--- config.mk ---
export PLATFORM = sky130hd
export DESIGN_NAME = wct_div
export DESIGN_NICKNAME = d
export VERILOG_FILES = /design/src/hdl/wct_pkg.sv /design/src/hdl/wct_div.sv
export SDC_FILE = /design/constraint.sdc
export NUM_CORES = 1
export LEC_CHECK = 0
export BUFFER_PORTS_ARGS = -buffer_cell sky130_fd_sc_hd__buf_2
export CAP_MARGIN = 20
export CORE_MARGIN = 2
export CORE_UTILIZATION = 40
export CTS_CLUSTER_DIAMETER = 60
export CTS_CLUSTER_SIZE = 30
export DETAILED_ROUTE_END_ITERATION = 8
export GPL_ROUTABILITY_DRIVEN = 0
export PLACE_DENSITY = 0.67
export SYNTH_ARGS = -nofsm -noshare
export SYNTH_HDL_FRONTEND = slang
export SYNTH_SLANG_ARGS = --single-unit
--- constraint.sdc ---
create_clock -name clk -period 13.4 [get_ports clk]
set_clock_uncertainty 0.15 [all_clocks]
set_input_delay 2.68 -clock clk [delete_from_list [all_inputs] [get_ports clk]]
set_output_delay 2.68 -clock clk [all_outputs]
set_load 0.02 [all_outputs]
--- src/hdl/wct_pkg.sv ---
// ----------------------------------------------------------------------------
// wct_pkg
// Shared types and constants for the weighted choice table.
// ----------------------------------------------------------------------------
package wct_pkg;

  localparam int TABLE_DEPTH_DFLT = 32;

  // operation codes carried on the kind field
  typedef enum logic [2:0] {
    KIND_APPEND  = 3'd0,
    KIND_ERASE   = 3'd1,
    KIND_FIND    = 3'd2,
    KIND_DRAW    = 3'd3,
    KIND_RESCALE = 3'd4
  } kind_t;

  typedef enum logic [1:0] {
    ST_OK        = 2'd0,
    ST_FULL      = 2'd1,
    ST_BAD_INDEX = 2'd2,
    ST_NONE      = 2'd3
  } status_t;

  localparam logic [36:0] SUM_MAX   = 37'h1F_FFFF_FFFF;
  localparam int          PROD_W    = 69;
  localparam logic [40:0] DELTA_CAP = 41'h100_0000_0000;

  typedef struct packed {
    logic [31:0]        weight;
    logic signed [31:0] spread;
    logic [31:0]        key;
  } entry_t;

endpackage

--- src/hdl/wct_div.sv ---
// ----------------------------------------------------------------------------
// wct_div
// Restoring divider, one quotient bit per cycle, unsigned operands.
// ----------------------------------------------------------------------------
module wct_div #(
  parameter int DVD_W = wct_pkg::PROD_W,
  parameter int DVS_W = 37
) (
  input  logic             clk,
  input  logic             rst_n,
  input  logic             start,
  input  logic [DVD_W-1:0] dividend,
  input  logic [DVS_W-1:0] divisor,
  output logic             done,
  output logic [DVD_W-1:0] quotient
);

  localparam int CNT_W = $clog2(DVD_W + 1);

  logic [CNT_W-1:0] cnt_r;
  logic             busy_r;
  logic             done_r;
  logic [DVS_W:0]   rem_r;
  logic [DVD_W-1:0] dvd_r;
  logic [DVD_W-1:0] quo_r;
  logic [DVS_W-1:0] dvs_r;
  logic [DVS_W:0]   rem_sh;
  logic             fits;

  assign rem_sh = {rem_r[DVS_W-1:0], dvd_r[DVD_W-1]};
  assign fits   = rem_sh >= {1'b0, dvs_r};

  always_ff @(posedge clk) begin
    if (!rst_n) begin
      busy_r <= 1'b0;
      done_r <= 1'b0;
      cnt_r  <= '0;
    end else begin
      done_r <= 1'b0;
      if (start) begin
        busy_r <= 1'b1;
        cnt_r  <= CNT_W'(DVD_W);
        rem_r  <= '0;
        dvd_r  <= dividend;
        dvs_r  <= divisor;
        quo_r  <= '0;
      end else if (busy_r) begin
        rem_r <= fits ? rem_sh - {1'b0, dvs_r} : rem_sh;
        quo_r <= {quo_r[DVD_W-2:0], fits};
        dvd_r <= {dvd_r[DVD_W-2:0], 1'b0};
        cnt_r <= cnt_r - 1'b1;
        if (cnt_r == CNT_W'(1)) begin
          busy_r <= 1'b0;
          done_r <= 1'b1;
        end
      end
    end
  end

  assign done     = done_r;
  assign quotient = quo_r;

endmodule

# Yosys cells after proc, flatten, opt, wreduce, memory -nomap -nowiden
# Index checks and enable logic that the tools add are counted.
# word_totals
regBits	221
input_bits	109
elab_cells	30
# op_classes
addsub	2
n_lt_le_gt_ge	1
eq_ne	1
n_mux	11
n_bitwise	2
n_reduce_logical	5
# ops
op	count
$mux 69	3
$mux 37	2
$ge 38x37->1	1
$sub 37x37->37	1
$mux 7	2
$eq 7x1->1 const B	1
$sub 7x1->7 const B	1
$mux 1	4
$reduce_and 2->1	2
$reduce_or 3->1	1
$not 1->1	2
$reduce_bool 2->1	1
$reduce_or 2->1	1

# Depth between registers and ports, before layout
# depth
depth_word	4
mapped_depth	15
mapped_depth_nobuf	13

# Least setup slack after synthesis
# Ideal clock, no wire load.
# synth_path
kind	in2reg
from	input start
to	register dvd_r[0] (enable)
arrival_time_ns	7.144
t_required_ns	12.699
path_slack_ns	5.555
stages	3
cell_sequence	clkbuf_1 clkbuf_1 o21a_1
# synth_between
elab_chain_cells	2
# synth_rtl
item	line_no	text
from (decl)	wct_div.sv:11	input logic start,
$reduce_bool 2->1 (no source line)	-	
$reduce_and 2->1 (no source line)	-	
to (signal assigned)	wct_div.sv:44	dvd_r <= dividend;
to (signal assigned)	wct_div.sv:50	dvd_r <= {dvd_r[DVD_W-2:0], 1'b0};
to (decl)	wct_div.sv:24	logic [DVD_W-1:0] dvd_r;
# No other way between the ends.
# A chain may end at the register's enable or synchronous reset.

# Final worst setup path
# layout_path
from	input start
to	register dvd_r[62] (enable)
# The elaborated chain is that of the path after synthesis.

==> metrics <==
number of synthesis warnings=0; number of core rows=60; Power per Cell Area=between 100 and 150 nW/µm²; share of cells above drive strength 1=31.68%; Pint=1.328 mW; Hold Path Class=flip-flop to flip-flop; GRT Util Overall=between 10% and 20%; sequential element share of the synthesized area=approximately three fifths; Synthesized Nets=968; GRT overflow=0; clock slew at reported path FFs=0.08 ns; WP data arrival=5.21 ns; antenna-violating nets left=0; final hold violations=0; nets=around 1100; Pre-Repair DR Iteration Count=4; initial antenna violation count=6; Clock Sinks=221; most frequent cells in the layout=edfxtp_1 (212), buf_2 (177), nor2b_1 (74); Die Y-Extent=168.6 µm; drt drc=0; Post-synth top flop=edfxtp_1; drt initial violations=just under 400; NetSw=0.5001 mW; Worst setup EP type=flip-flop; Rel. slew slack=31.75%; Max-cap violations=0; Yosys reg bits=221; unrepaired setup endpoints after global routing=no; Switching Share=27.35%; # H-tree levels=1; # IOs=179; most common cell after layout, fill and taps aside=edfxtp_1; vias in the first global route=between 6000 and 7000; Vias/cell=5.038; clk_lat worst skew=~0.52 ns; Finished Layout Cells=1355; clock buffer depth=3; Layout area overhead=18.19%; Max Fclk=0.1906 GHz; Die Width=~170 µm; hold depth=2; Post-Syn Area=10840 µm²; EDFF count, synth=212; CP max FO=83; Startpoint Class=primary input; worst slew pin tran=1.024 ns; Cells after DPL=1313; buffers added on ports=between 150 and 200; VDD IR max=0.1016 mV; cts bufs inserted=21; drt wl/cell=16.65 µm; Async SR Flop Fraction=0%; Routed WL=22.56 mm; status=completed; largest net degree at the start of global routing=between 80 and 90; critical path class=primary input to flip-flop; CTS root buf=clkbuf_16; Netlist cell types=64; Setup Fix Bufs, Post-CTS=0; Detailed Place HPWL=15.74 mm; Syn Inst Count=just over 800; period utilisation layout=39.16%; share of total power in combinational logic=18.6%; Pleak=5.141 nW; Die ar.=28430 µm²; CTS tree=done; Fillers=about 2400; routed via count=6826; Core ar.=26800 µm²; Data required, critical path=roughly 13 ns; final slew viol count=0; global-route wire length before repair=36.20 mm; setup violators final=0; Avg Cell Area, Syn=13.23 µm²; Initial Utilization=40.44%; hold buffer count at cts=0; Setup Total Neg Slack=0 ns; Clk network pwr share=35.1%; sequential power share=46.4%; post-CTS sizing=0; post-layout min period=5.247 ns; worst r2r path cells=11
-- through the flow --
step	area [µm²]	power [mW]	setup WS (ns)	utilization, %	hold WS (ns)
CTS	12800	1.850	8.079	47.76	0.3576
detailed placement	12050	1.202	7.541	44.95	0.3453
finish	12810	1.828	8.153	47.80	0.3541
global placement	12050	1.196	7.557	44.95	0.3297
global route	12800	1.916	7.905	47.77	0.3928
floorplan	10840	1.123	5.555	-	0.3183
-- registers in the layout, summed over array words and instances, names as in the netlist --
signal    flops
quotient     69
rem_r        37
busy_r        1
dvd_r        69
cnt_r         7
done          1
dvs_r        37
-- worst paths after layout --
| path | start | end | slack (ns) |
|---|---|---|---|
| worst max-delay path | start | dvd_r[62] | 8.15 |
| worst min register to register | cnt_r[1] | cnt_r[1] | 0.35 |
| worst min-delay path | cnt_r[1] | cnt_r[1] | 0.35 |
| worst max register to register | rem_r[12] | rem_r[29] | 9.06 |
-- cell families (layout without fill, tap and decap cells) --
| group | count (synthesis) | in the layout | share of synthesized area, % |
|---|---|---|---|
| flops | 221 | 221 | 60.40 |
| simple gates | 221 | 221 | 10.92 |
| compound gates | 127 | 127 | 8.462 |
| mux | 91 | 91 | 9.201 |
| buf+inv | 83 | 274 | 3.417 |
| fa+ha+maj | 40 | 40 | 4.687 |
| xor+xnor | 36 | 36 | 2.909 |
| other cells | 0 | 4 | 0 |
-- synth_stat cells, types with 14 or more instances --
library cell / count / area, µm²
edfxtp_1: 212 / 6366
nor2b_1: 74 / 462.9
nand2_1: 31 / 116.4
xor2_1: 14 / 122.6
nand3_1: 15 / 75.07
a21o_1: 19 / 142.6
inv_1: 52 / 195.2
clkbuf_1: 25 / 93.84
o21ai_0: 15 / 75.07
ha_1: 39 / 488.0
a21oi_1: 36 / 180.2
mux2_2: 69 / 777.0
xnor2_1: 22 / 192.7
mux2i_1: 22 / 220.2
nor2_1: 51 / 191.4
-- final cells by class --
cell class / count / area (µm²) / area share, %
Sequential cell: 221 / 6546 / 51.10
Tap cell: 341 / 426.7 / 3.331
Clock inverter: 17 / 227.7 / 1.778
Multi-Input combinational cell: 515 / 3936 / 30.73
Antenna cell: 4 / 10.01 / 0.07814
Timing Repair Buffer: 184 / 942.2 / 7.355
Inverter: 52 / 195.2 / 1.524
Clock buffer: 21 / 525.5 / 4.102
-- metal layers --
metal  GRT usage, %  share of wire [%]  routed length (µm)  vias up
met5              0               0.15                  34        -
met4          2.549                1.1                 254        6
li1               -                  -                   -     3362
met1          20.28                 44                9851     3241
met2          26.00                 46               10390      197
met3          6.126                9.0                2037       20
-- power by group through the flow --
stage | combinational [mW] | sequential (mW) | clock, mW
5_1_grt | 0.377 | 0.854 | 0.685
4_1_cts | 0.341 | 0.849 | 0.660
3_3_place_gp | 0.334 | 0.862 | 0
2_1_floorplan | 0.247 | 0.876 | 0
3_5_place_dp | 0.340 | 0.862 | 0
6_report | 0.339 | 0.848 | 0.641
-- critical path, stage by stage --
cell	delay [ns]
buf_6	0.30
o21a_4	0.55
buf_4	0.66
buf_4	0.89
Power figures use the tool's default switching activity.
